[config.mk]
export PLATFORM = sky130hd
export DESIGN_NAME = heartbeat_liveness_table
export DESIGN_NICKNAME = d
export VERILOG_FILES = /design/src/rtl/core/hlt_pkg.sv /design/src/rtl/core/heartbeat_liveness_table.sv /design/src/rtl/core/hlt_ctrl.sv /design/src/rtl/core/hlt_dpath.sv
export SDC_FILE = /design/constraint.sdc
export NUM_CORES = 2
export LEC_CHECK = 0
export ABC_CLOCK_PERIOD_IN_PS = 7260
export BUFFER_PORTS_ARGS = -buffer_cell sky130_fd_sc_hd__buf_2
export CAP_MARGIN = 20
export CORE_MARGIN = 1.5
export CORE_UTILIZATION = 35
export CTS_CLUSTER_DIAMETER = 50
export DETAILED_ROUTE_END_ITERATION = 8
export HOLD_SLACK_MARGIN = 0.05
export REMOVE_ABC_BUFFERS = 1
export SYNTH_ARGS = -nofsm -noshare
export SYNTH_HDL_FRONTEND = slang
export SYNTH_SLANG_ARGS = --single-unit
export TNS_END_PERCENT = 30
[constraint.sdc]
create_clock -name clk -period 7.26 [get_ports clk]
set_input_delay 1.452 -clock clk [delete_from_list [all_inputs] [get_ports clk]]
set_output_delay 1.452 -clock clk [all_outputs]
set_load 0.1 [all_outputs]
[src/rtl/core/hlt_pkg.sv]
`timescale 1ns / 1ps

package hlt_pkg;

    localparam int MAX_PEERS_DEF   = 32;
    localparam logic [7:0] RESET_COUNTDOWN = 8'd10;

    localparam int CFG_IDX_W = 1;
    localparam logic [CFG_IDX_W-1:0] CFG_INITIAL = 1'd0;
    localparam logic [CFG_IDX_W-1:0] CFG_RELOAD  = 1'd1;

    localparam logic [1:0] CMD_ADD  = 2'd0;
    localparam logic [1:0] CMD_HB   = 2'd1;
    localparam logic [1:0] CMD_TICK = 2'd2;

    typedef struct packed {
        logic [7:0]  subsystem;
        logic [31:0] addr;
        logic [15:0] port;
        logic [7:0]  countdown;
        logic        up;
    } entry_t;

    // controller -> datapath
    typedef struct packed {
        logic load;
        logic add;
        logic hb;
        logic tick;
    } ctrl_cmd_t;

    // datapath -> controller
    typedef struct packed {
        logic empty;
        logic last;
        logic hit;
    } dp_status_t;

endpackage

[src/rtl/core/heartbeat_liveness_table.sv]
`timescale 1ns / 1ps
// Channel   | Handshake                 | Beat
// ----------+---------------------------+---------------------------------------------
// command   | start & !busy             | command, subsystem_id, peer_addr, peer_port
// result    | result_valid (one cycle)  | out_* fields, flags, last_result
// config    | cfg_valid & cfg_ready     | cfg_index, cfg_data
//
// Add: load, then write. Heartbeat: load, then scan to the matching entry (whole table on a miss).
// Tick: load, then every entry in turn; one entry per cycle through the table
// (registered read, evaluate, write back). A result strobes in the cycle after its entry
// is evaluated. Reset clears the fill count and control; table contents need no clear.
// The receiver cannot stall: results are never held off. cfg_ready is always high.

module heartbeat_liveness_table
    import hlt_pkg::*;
#(
    parameter int MAX_PEERS = MAX_PEERS_DEF
)
(
    input  logic                 clk,
    input  logic                 rst_n,
    input  logic                 start,
    output logic                 busy,
    input  logic [1:0]           command,
    input  logic [7:0]           subsystem_id,
    input  logic [31:0]          peer_addr,
    input  logic [15:0]          peer_port,
    input  logic                 cfg_valid,
    output logic                 cfg_ready,
    input  logic [CFG_IDX_W-1:0] cfg_index,
    input  logic [7:0]           cfg_data,
    output logic                 result_valid,
    output logic [7:0]           out_subsystem,
    output logic [31:0]          out_addr,
    output logic [15:0]          out_port,
    output logic                 send_keepalive,
    output logic                 state_changed,
    output logic                 now_connected,
    output logic                 table_full,
    output logic                 last_result
);

    ctrl_cmd_t  cmd;
    dp_status_t status;

    assign cfg_ready = 1'b1;

    hlt_ctrl u_ctrl (
        .clk     (clk),
        .rst_n   (rst_n),
        .start   (start),
        .command (command),
        .status  (status),
        .cmd     (cmd),
        .busy    (busy)
    );

    hlt_dpath #(
        .MAX_PEERS (MAX_PEERS)
    ) u_dpath (
        .clk            (clk),
        .rst_n          (rst_n),
        .cmd            (cmd),
        .status         (status),
        .subsystem_id   (subsystem_id),
        .peer_addr      (peer_addr),
        .peer_port      (peer_port),
        .cfg_we         (cfg_valid && cfg_ready),
        .cfg_index      (cfg_index),
        .cfg_data       (cfg_data),
        .result_valid   (result_valid),
        .out_subsystem  (out_subsystem),
        .out_addr       (out_addr),
        .out_port       (out_port),
        .send_keepalive (send_keepalive),
        .state_changed  (state_changed),
        .now_connected  (now_connected),
        .table_full     (table_full),
        .last_result    (last_result)
    );

`ifndef SYNTHESIS
    // an add always answers: acceptance, then S_ADD, then the registered result
    a_add_answers: assert property (@(posedge clk) disable iff (!rst_n)
        (start && !busy && command == CMD_ADD) |-> ##2 result_valid)
        else $error("add beat produced no result");

    // tick changes only take an entry down, heartbeat changes only bring it up
    a_change_dir: assert property (@(posedge clk) disable iff (!rst_n)
        (result_valid && state_changed) |-> (now_connected != send_keepalive))
        else $error("state change in wrong direction");

    a_full_final: assert property (@(posedge clk) disable iff (!rst_n)
        (result_valid && table_full) |-> (last_result && !now_connected && !send_keepalive))
        else $error("refused add result malformed");

    // a result with last set ends the operation: nothing follows without a new beat
    a_last_ends: assert property (@(posedge clk) disable iff (!rst_n)
        (result_valid && last_result && !busy) |=> !result_valid)
        else $error("result after last");
`endif

endmodule

[src/rtl/core/hlt_ctrl.sv]
`timescale 1ns / 1ps

module hlt_ctrl
    import hlt_pkg::*;
(
    input  logic       clk,
    input  logic       rst_n,
    input  logic       start,
    input  logic [1:0] command,
    input  dp_status_t status,
    output ctrl_cmd_t  cmd,
    output logic       busy
);

    typedef enum logic [3:0] {
        S_IDLE = 4'b0001,
        S_ADD  = 4'b0010,
        S_HB   = 4'b0100,
        S_TICK = 4'b1000
    } state_t;

    state_t state_reg, state_next;

    always_ff @(posedge clk or negedge rst_n)
    begin
        if (!rst_n)
        begin
            state_reg <= S_IDLE;
        end
        else
        begin
            state_reg <= state_next;
        end
    end

    always_comb
    begin
        state_next = state_reg;
        cmd        = '0;
        unique case (state_reg)
            S_IDLE:
            begin
                if (start)
                begin
                    cmd.load = 1'b1;
                    unique case (command)
                        CMD_ADD:  state_next = S_ADD;
                        CMD_HB:   state_next = status.empty ? S_IDLE : S_HB;
                        CMD_TICK: state_next = status.empty ? S_IDLE : S_TICK;
                        default:  state_next = S_IDLE;
                    endcase
                end
            end
            S_ADD:
            begin
                cmd.add    = 1'b1;
                state_next = S_IDLE;
            end
            S_HB:
            begin
                cmd.hb = 1'b1;
                if (status.hit || status.last)
                begin
                    state_next = S_IDLE;
                end
            end
            S_TICK:
            begin
                cmd.tick = 1'b1;
                if (status.last)
                begin
                    state_next = S_IDLE;
                end
            end
            default:
            begin
                state_next = S_IDLE;
            end
        endcase
    end

    assign busy = (state_reg != S_IDLE);

endmodule

[src/rtl/core/hlt_dpath.sv]
`timescale 1ns / 1ps

module hlt_dpath
    import hlt_pkg::*;
#(
    parameter int MAX_PEERS = MAX_PEERS_DEF
)
(
    input  logic                 clk,
    input  logic                 rst_n,
    input  ctrl_cmd_t            cmd,
    output dp_status_t           status,
    input  logic [7:0]           subsystem_id,
    input  logic [31:0]          peer_addr,
    input  logic [15:0]          peer_port,
    input  logic                 cfg_we,
    input  logic [CFG_IDX_W-1:0] cfg_index,
    input  logic [7:0]           cfg_data,
    output logic                 result_valid,
    output logic [7:0]           out_subsystem,
    output logic [31:0]          out_addr,
    output logic [15:0]          out_port,
    output logic                 send_keepalive,
    output logic                 state_changed,
    output logic                 now_connected,
    output logic                 table_full,
    output logic                 last_result
);

    localparam int IDX_W = (MAX_PEERS > 1) ? $clog2(MAX_PEERS) : 1;
    localparam int CNT_W = $clog2(MAX_PEERS + 1);
    localparam logic [CNT_W-1:0] FULL_CNT = CNT_W'(MAX_PEERS);

    entry_t mem [MAX_PEERS];
    entry_t rd_data_reg;

    logic [7:0]       init_cd_reg, reload_reg;
    logic [CNT_W-1:0] total_reg, total_next;
    logic [IDX_W-1:0] ptr_reg, ptr_next;
    logic [7:0]       sub_reg;
    logic [31:0]      addr_reg;
    logic [15:0]      port_reg;

    logic             full, hit, last;
    logic             we;
    logic [IDX_W-1:0] wr_addr;
    entry_t           wr_data, cur, ticked;
    logic             tick_changed;

    logic             res_valid_next;
    entry_t           res_entry;
    logic             res_keep, res_changed, res_conn, res_full, res_last;

    assign cur  = rd_data_reg;
    assign full = (total_reg == FULL_CNT);
    assign hit  = (cur.addr == addr_reg) && (cur.port == port_reg);
    assign last = ((CNT_W'(ptr_reg) + CNT_W'(1)) == total_reg);

    assign status.empty = (total_reg == '0);
    assign status.last  = last;
    assign status.hit   = hit;

    // tick update of the entry under the pointer
    always_comb
    begin
        ticked       = cur;
        tick_changed = 1'b0;
        if (cur.countdown != 8'd0)
        begin
            ticked.countdown = cur.countdown - 8'd1;
        end
        else if (cur.up)
        begin
            ticked.up    = 1'b0;
            tick_changed = 1'b1;
        end
    end

    always_comb
    begin
        we             = 1'b0;
        wr_addr        = ptr_reg;
        wr_data        = cur;
        ptr_next       = ptr_reg;
        total_next     = total_reg;
        res_valid_next = 1'b0;
        res_entry      = cur;
        res_keep       = 1'b0;
        res_changed    = 1'b0;
        res_conn       = 1'b0;
        res_full       = 1'b0;
        res_last       = 1'b1;

        if (cmd.load)
        begin
            ptr_next = '0;
        end

        if (cmd.add)
        begin
            res_valid_next      = 1'b1;
            res_entry.subsystem = sub_reg;
            res_entry.addr      = addr_reg;
            res_entry.port      = port_reg;
            if (full)
            begin
                res_full = 1'b1;
            end
            else
            begin
                we                = 1'b1;
                wr_addr           = total_reg[IDX_W-1:0];
                wr_data.subsystem = sub_reg;
                wr_data.addr      = addr_reg;
                wr_data.port      = port_reg;
                wr_data.countdown = init_cd_reg;
                wr_data.up        = 1'b1;
                total_next        = total_reg + CNT_W'(1);
                res_conn          = 1'b1;
            end
        end

        if (cmd.hb)
        begin
            if (hit)
            begin
                we                = 1'b1;
                wr_data.countdown = reload_reg;
                wr_data.up        = 1'b1;
                res_valid_next    = !cur.up;
                res_changed       = 1'b1;
                res_conn          = 1'b1;
            end
            else
            begin
                ptr_next = ptr_reg + IDX_W'(1);
            end
        end

        if (cmd.tick)
        begin
            we             = 1'b1;
            wr_data        = ticked;
            ptr_next       = ptr_reg + IDX_W'(1);
            res_valid_next = 1'b1;
            res_keep       = 1'b1;
            res_changed    = tick_changed;
            res_conn       = ticked.up;
            res_last       = last;
        end
    end

    // registered read at the next pointer, write back at the current one (an add writes at the fill count)
    always_ff @(posedge clk)
    begin
        if (we)
        begin
            mem[wr_addr] <= wr_data;
        end
        rd_data_reg <= mem[ptr_next];
    end

    always_ff @(posedge clk or negedge rst_n)
    begin
        if (!rst_n)
        begin
            total_reg    <= '0;
            ptr_reg      <= '0;
            init_cd_reg  <= RESET_COUNTDOWN;
            reload_reg   <= RESET_COUNTDOWN;
            result_valid <= 1'b0;
        end
        else
        begin
            total_reg    <= total_next;
            ptr_reg      <= ptr_next;
            result_valid <= res_valid_next;
            if (cfg_we)
            begin
                if (cfg_index == CFG_INITIAL)
                begin
                    init_cd_reg <= cfg_data;
                end
                else if (cfg_index == CFG_RELOAD)
                begin
                    reload_reg <= cfg_data;
                end
            end
        end
    end

    always_ff @(posedge clk)
    begin
        if (cmd.load)
        begin
            sub_reg  <= subsystem_id;
            addr_reg <= peer_addr;
            port_reg <= peer_port;
        end
        out_subsystem  <= res_entry.subsystem;
        out_addr       <= res_entry.addr;
        out_port       <= res_entry.port;
        send_keepalive <= res_keep;
        state_changed  <= res_changed;
        now_connected  <= res_conn;
        table_full     <= res_full;
        last_result    <= res_last;
    end

endmodule

-- After elaboration in Yosys (flattened, before gate mapping)
Memory sizes are Yosys's and may differ from the RTL's. A register that Yosys moved wholly into a read port is not among the register bits.
Index checks and enable logic that the tools add are counted.
- flip-flop bits (word level): 149
- bits in writable memories: 2080
- input bits: 71
- memories kept: 1
- add/sub/neg operators: 4
- eq/ne operators: 14
- muxes and demuxes: 45
- bitwise operators: 2
- reductions and logical operators: 10
- memories (name ; depth ; bits a word ; read ports ; clocked after Yosys merged registers in ; wr ports ; line ; RTL):
    u_dpath.mem ; 32 ; 65 ; 1 ; 1 ; 1 ; hlt_dpath.sv:34 ; entry_t mem [MAX_PEERS];
- operators with widths (operator ; number):
    $mux W65 ; 3
    $mux W56 ; 1
    $eq A32 B32 Y1 ; 1
    $mux W5 ; 6
    $mux W1 ; 25
    $pmux W4 S3 ; 2
    $mux W9 ; 2
    $eq A16 B16 Y1 ; 1
    $mux W4 ; 4
    $mux W8 ; 1
    $reduce_bool A8 Y1 ; 1
    $sub A8 B1 Y8 const B ; 1
    $add A5 B1 Y6 const B ; 1
    $add A6 B1 Y6 const B ; 1
    $eq A6 B6 Y1 ; 1
    $eq A6 B6 Y1 const B ; 1
    $logic_not A6 Y1 ; 1
    $reduce_and A2 Y1 ; 3
    $add A5 B1 Y5 const B ; 1
    $eq A4 B1 Y1 const B ; 1
    $eq A4 B2 Y1 const B ; 1
    $eq A4 B3 Y1 const B ; 1
    $eq A4 B4 Y1 const B ; 1
    $ne A2 B1 Y1 const B ; 2
    other kinds (11) ; 12

-- Depth between registers and ports, before layout
- word-level depth: 8
- depth in mapped cells: 15
- mapped depth without buffers: 11

-- Hierarchy
A second synthesis with hierarchy kept.
- cell total of the unflattened synthesis: 6034
- area, all modules: 90060.1 µm²
- modules (own cells, without submodules) (module ; times used ; cells each ; area an instance (µm²) ; sequential area each (µm²)):
    hlt_dpath ; 1 ; 6008 ; 89816.1 ; 67369.6
    hlt_ctrl ; 1 ; 24 ; 232.7 ; 101.3
    heartbeat_liveness_table ; 1 ; 2 ; 11.3 ; 0.0

-- Worst setup path after synthesis
Ideal clock, no wire load.
- kind: register -> register
- start point: reg u_dpath.total_reg[0]
- end point: mem u_dpath.mem[18][0] in the netlist's numbering, enable pin
- library setup time: 489 ps
- arrival: 4725 ps
- data required time: 6771 ps
- setup slack: 2046 ps
- stages on the path, launching flop included: 10
- buffers on the path: 1
- period minus slack after synthesis: 5214 ps
- path through: dfrtp_1 -> inv_1 -> ha_1 -> nor4b_1 -> nand2_1 -> nand2_1 -> clkbuf_1 -> mux2i_1 -> nand2_1 -> nor2_1
- word-level cells in the longest chain between the ends: 8
- ends and longest elaborated chain (what ; line ; RTL):
    start: declaration ; hlt_dpath.sv:38 ; logic [CNT_W-1:0] total_reg, total_next;
    start signal: assignment ; hlt_dpath.sv:175 ; total_reg <= total_next;
    $eq A6 B6 Y1 ; hlt_dpath.sv:55 ; assign full = (total_reg == FULL_CNT);
    $mux W1 ; hlt_dpath.sv:105 ; if (full)
    $mux W1 ; hlt_dpath.sv:99 ; if (cmd.add)
    $mux W1 ; hlt_dpath.sv:125 ; if (hit)
    $mux W1 ; hlt_dpath.sv:123 ; if (cmd.hb)
    $mux W1 ; hlt_dpath.sv:140 ; if (cmd.tick)
    $mux W1 ; hlt_dpath.sv:156 ; if (we)
    $mux W1 (implied by the code) ; hlt_dpath.sv:158 ; mem[wr_addr] <= wr_data;
    end: declaration ; hlt_dpath.sv:34 ;
Several ways; a longest one is shown, not always the timed one.

-- Worst setup path after layout
- start point: reg u_dpath.addr_reg[9]
- end point: reg, netlist name u_dpath.cur[62]
- word-level cells in the longest chain between the ends: 5
- ends and longest elaborated chain (what ; line ; RTL):
    start: declaration ; hlt_dpath.sv:41 ; logic [31:0] addr_reg;
    start signal: assignment ; hlt_dpath.sv:197 ; addr_reg <= peer_addr;
    $eq A32 B32 Y1 ; hlt_dpath.sv:56 ; assign hit = (cur.addr == addr_reg) && (cur.port == port_reg);
    $logic_and A1 B1 Y1 ; hlt_dpath.sv:56 ;
    $mux W5 ; hlt_dpath.sv:125 ;
    $mux W5 ; hlt_dpath.sv:123 ;
    $mux W5 ; hlt_dpath.sv:140 ;
Every way passes these cells.
A chain may end at the register's enable or synchronous reset.

==> metrics.sh <==
OUTCOME='complete, no violations'
TIMING.CRITICAL_PATH.FROM_TYPE='register'
GRT_PASS1_WL_MM=375
CRITICAL-PATH-SLOWEST-CELL='sky130_fd_sc_hd__nor4_2'
TNS_PS=0
SLEW-LIMIT-HEADROOM_PCT=22.1
DETAIL_ROUTE.FIRST_PASS.ITERATIONS=6
FIN_SKEW_PS=82.5
CP_COMMON_CELL='sky130_fd_sc_hd__nand4_1'
POST_SYNTH_INST_COUNT=5624
CLOCK_BUFFER_DEPTH=4
WORSTSETUPPATHTYPE='reg2reg'
CTS_HOLD_BUFFERS=0
FINAL_ANTENNA_NET_COUNT=0
TOTAL_CLOCK_BUFFERS_CREATED_BY_CTS=282
IO_PINS=135
GRT_PASS1_VIAS=49931
CRITICAL_PATH_REQUIRED_PS=8020
PATH_BUF_INV=2
SYNTH-SEQ-CELLS=2294
POST-CTS-SETUP-BUFFER-COUNT=0
FINAL.PERIOD_UTILIZATION_PCT=81.2
TRITONCTS='built'
GRT_SETUP_UNREPAIRED='no'
SETUP_VIOLATIONS_FINAL=0
SEQPWRFRAC_PCT=51.1
CRIT_CHAIN='xor2_1 -> nor4_2 -> nand4_1 -> o31ai_4 -> nand4_1 -> and2_4 -> inv_8 -> buf_12 -> nand3_1 -> a311oi_1 -> nor4_1'
HTREEDEPTH=5
MOST_FREQUENT_STANDARD_CELL_IN_THE_LAYOUT_EXCLUDING_FILL_AND_TAP_CELLS='sky130_fd_sc_hd__edfxtp_1'
SWITCHING_POWER_uW=5460
TIMING.CRITICAL_PATH.ARRIVAL_PS=6650
POST_CTS_RESIZE_COUNT=0
POWER.STATIC_LEAKAGE_uW=0.0291
DIE_WIDTH_MICRONS=507
LEFTOVER_OVERFLOW_AT_THE_END_OF_GLOBAL_ROUTING=0
FINALNETCOUNT=5923
NUMBER_OF_DESIGN_RULE_VIOLATIONS_LEFT_AFTER_DETAIL_ROUTING=0
VIA_COUNT=51972
CRIT_FANOUT=110
DETAILEDPLACEMENTHPWL_MM=137
AREA_GROWTH_PCT=16.1
PORT_BUFFERS=133
FINALINSTANCEAREA_SQ_UM=103000
START_UTIL_PCT=35.3
PLACED_AREA_SQ_UM=94000
AVGROUTEDWIREPERCELL_MICRONS=28.3
LAYOUT.FILLER_CELLS=22557
P_SW_SHARE_PCT=19.6
NETLIST_AREA_SQ_UM=88800
SYNTH-SEQ-AREA-SHARE_PCT=76.0
FINAL_MAX_SLEW_VIOL_COUNT=0
CRIT_PATH_MAX_DELAY_FAMILY='simple AND/OR/NAND/NOR gates'
GRT_USE_TOTAL_PCT=20.3
LAYOUT-DRIVE-GT1-SHARE_PCT=15.7
P_INT_uW=22400
LAYOUT.CELLS.MOST_COMMON_LIST='sky130_fd_sc_hd__edfxtp_1 (2,136), sky130_fd_sc_hd__nand2_1 (1,254), sky130_fd_sc_hd__nand3_1 (526)'
ASYNCSETRESETFLOPFRACSYNTH_PCT=1.39
SYN_AREA_PER_CELL_SQ_UM=15.8
SYNTH-WARNING-COUNT=0
NUMCLOCKSINKS=2294
PWR-SHARE-CLK_PCT=48.6
ENDPOINT_KIND='register'
CTSROOTBUFFERMASTER='sky130_fd_sc_hd__clkbuf_16'
DIE_Y_MICRONS=507
ANTENNA_FOUND_INITIAL=24
DETAIL_ROUTE.ITER0.VIOLATIONS=6830
TRANSITION_AT_THE_PIN_WITH_THE_SMALLEST_MAX_TRANSITION_SLACK_PS=1170
FINAL-HOLD-VIOLATION-COUNT=0
WIRELENGTH_MM=266
MAX_FREQ_GHz=0.170
CRITICAL_PATH.MAX_STAGE_DELAY_PS=810
PLACEMENT_ROWS=184
CTS.REPORTEDPATHS.CLKPINSLEW_PS=60
SYNTH-EDFF-COUNT=2136
MAX_FLOP_REGISTER='u_dpath.mem'
POWER.DENSITY_CELL_AREA_nW_PER_UM2=270
SHARE_COMB_OF_TOTAL_POWER_PCT=0.2
HOLD_CLASS='reg2reg'
GRT_MAX_DEGREE=160
AVGVIACOUNTPERCELL=5.53
FLIP_FLOP_CELL_WITH_THE_HIGHEST_COUNT_AFTER_SYNTHESIS='sky130_fd_sc_hd__edfxtp_1'
SYNTH_CELL_TYPE_COUNT=73
PEAKVDDDROP_mV=0.186
INSERTION_DELAY_PS=930
LARGEST_REG_FLOPS=2080
DESIGN.CORE.AREA_SQ_UM=252000
FINISHED_CORE_UTIL_PCT=41.0
GP_CONGESTION=0.838
TIME_THE_WORST_PATH_NEEDS_WITH_I_O_DELAYS_AND_SETUP_PS=5890
MAX_CAP_VIOL_COUNT=0
DIE_AREA_SQ_UM=257000
==> cells by family after synthesis <==
| group | synth area share [%] |
|---|---|
| other | 0.00422 |
| flip-flops | 76.0 |
| adder cells (fa/ha/maj) | 0.0676 |
| AND/OR/NAND/NOR | 9.57 |
| XOR/XNOR | 0.651 |
| AO/OA/AOI/OAI | 3.29 |
| multiplexers | 8.56 |
| buffers and inverters | 1.91 |
==> synth_stat cells, types with 6 or more instances <==
cell                        count  area (sq um)
sky130_fd_sc_hd__dfxtp_1      126          2520
sky130_fd_sc_hd__o31ai_1        6          45.0
sky130_fd_sc_hd__mux4_2       124          2790
sky130_fd_sc_hd__o21ai_0       13          65.1
sky130_fd_sc_hd__nor4_1        11          68.8
sky130_fd_sc_hd__a21oi_1       10          50.1
sky130_fd_sc_hd__xnor2_1       10          87.6
sky130_fd_sc_hd__a32oi_1      186          1630
sky130_fd_sc_hd__a221oi_1      13           114
sky130_fd_sc_hd__nand2_1     1255          4710
sky130_fd_sc_hd__nor3_1         8          40.0
sky130_fd_sc_hd__dfrtp_1       27           676
sky130_fd_sc_hd__nand4_1       70           438
sky130_fd_sc_hd__xor2_1        56           490
sky130_fd_sc_hd__buf_1         36           135
sky130_fd_sc_hd__nor4_2         9           113
sky130_fd_sc_hd__a311oi_1       6          52.6
sky130_fd_sc_hd__edfxtp_1    2136         64100
sky130_fd_sc_hd__a22oi_1       11          82.6
sky130_fd_sc_hd__o2111ai_1     64           561
sky130_fd_sc_hd__buf_4         18           135
sky130_fd_sc_hd__nand3_1      526          2630
sky130_fd_sc_hd__inv_1         13          48.8
sky130_fd_sc_hd__mux2i_1      398          3980
sky130_fd_sc_hd__buf_6         25           282
sky130_fd_sc_hd__mux2_2        72           811
sky130_fd_sc_hd__and3_1         6          37.5
sky130_fd_sc_hd__clkbuf_1     149           559
sky130_fd_sc_hd__buf_2        104           521
sky130_fd_sc_hd__nor2_1        50           188
==> worst reg2reg max path, stage by stage (launching register included) <==
cell                       delay (ps)
sky130_fd_sc_hd__edfxtp_1         420
sky130_fd_sc_hd__xor2_1           250
sky130_fd_sc_hd__nor4_2           810
sky130_fd_sc_hd__nand4_1          590
sky130_fd_sc_hd__o31ai_4          520
sky130_fd_sc_hd__nand4_1          560
sky130_fd_sc_hd__and2_4           630
sky130_fd_sc_hd__inv_8            650
sky130_fd_sc_hd__buf_12           640
sky130_fd_sc_hd__nand3_1          180
sky130_fd_sc_hd__a311oi_1         380
sky130_fd_sc_hd__nor4_1           110
==> power groups by stage <==
stage                     logic [uW]  registers [uW]  clock network, uW
after global routing            61.8           14200              14300
after global placement          58.2           14500                  0
after CTS                       59.2           14300              13700
after detailed placement        58.7           14500                  0
after floorplan                 17.2           14500                  0
final                           57.7           14300              13600
==> per-layer routing <==
layer,track usage [%],wire (microns),share of wire [%]
met4,7.29,9660,3.6
met5,0,62,0.023
met2,31.7,122000,46
met1,28.1,109000,41
met3,4.02,24900,9.4
==> cell type report <==
class | count | area (sq um) | area share (%)
clock buffers | 366 | 7690 | 7.46
inverters | 17 | 90.1 | 0.0873
diodes | 3 | 7.51 | 0.00728
well taps | 3348 | 4190 | 4.06
flip-flops and latches | 2294 | 67500 | 65.4
multi-input cells | 2981 | 20100 | 19.5
repair buffers | 272 | 2390 | 2.32
clock inverters | 122 | 1230 | 1.19
==> per-stage QoR <==
step | hold WS, ps | total power [uW] | worst slack [ps] | std cells
after global routing | 521 | 28600 | 1150 | 9402
after detailed placement | 490 | 14600 | 1430 | 8905
final | 507 | 27900 | 1370 | 9403
after floorplan | 442 | 14500 | -82290 | 5292
after CTS | 514 | 28000 | 1410 | 9393
after global placement | 497 | 14600 | 1130 | 8896
==> path summary, 6_finish.rpt <==
kind,end,cells past startpoint,from,slack (ps)
setup / recovery,u_dpath.cur[62],11,u_dpath.addr_reg[9],1370
hold / removal,u_dpath.init_cd_reg[4],1,u_dpath.init_cd_reg[4],510
setup reg to reg,u_dpath.cur[62],11,u_dpath.addr_reg[9],1370
hold reg to reg,u_dpath.init_cd_reg[4],1,u_dpath.init_cd_reg[4],510
max in group asynchronous,u_dpath.result_valid,1,rst_n,6000
min in group asynchronous,u_dpath.total_reg[1],1,rst_n,660
(Power assumes the default switching activity.)
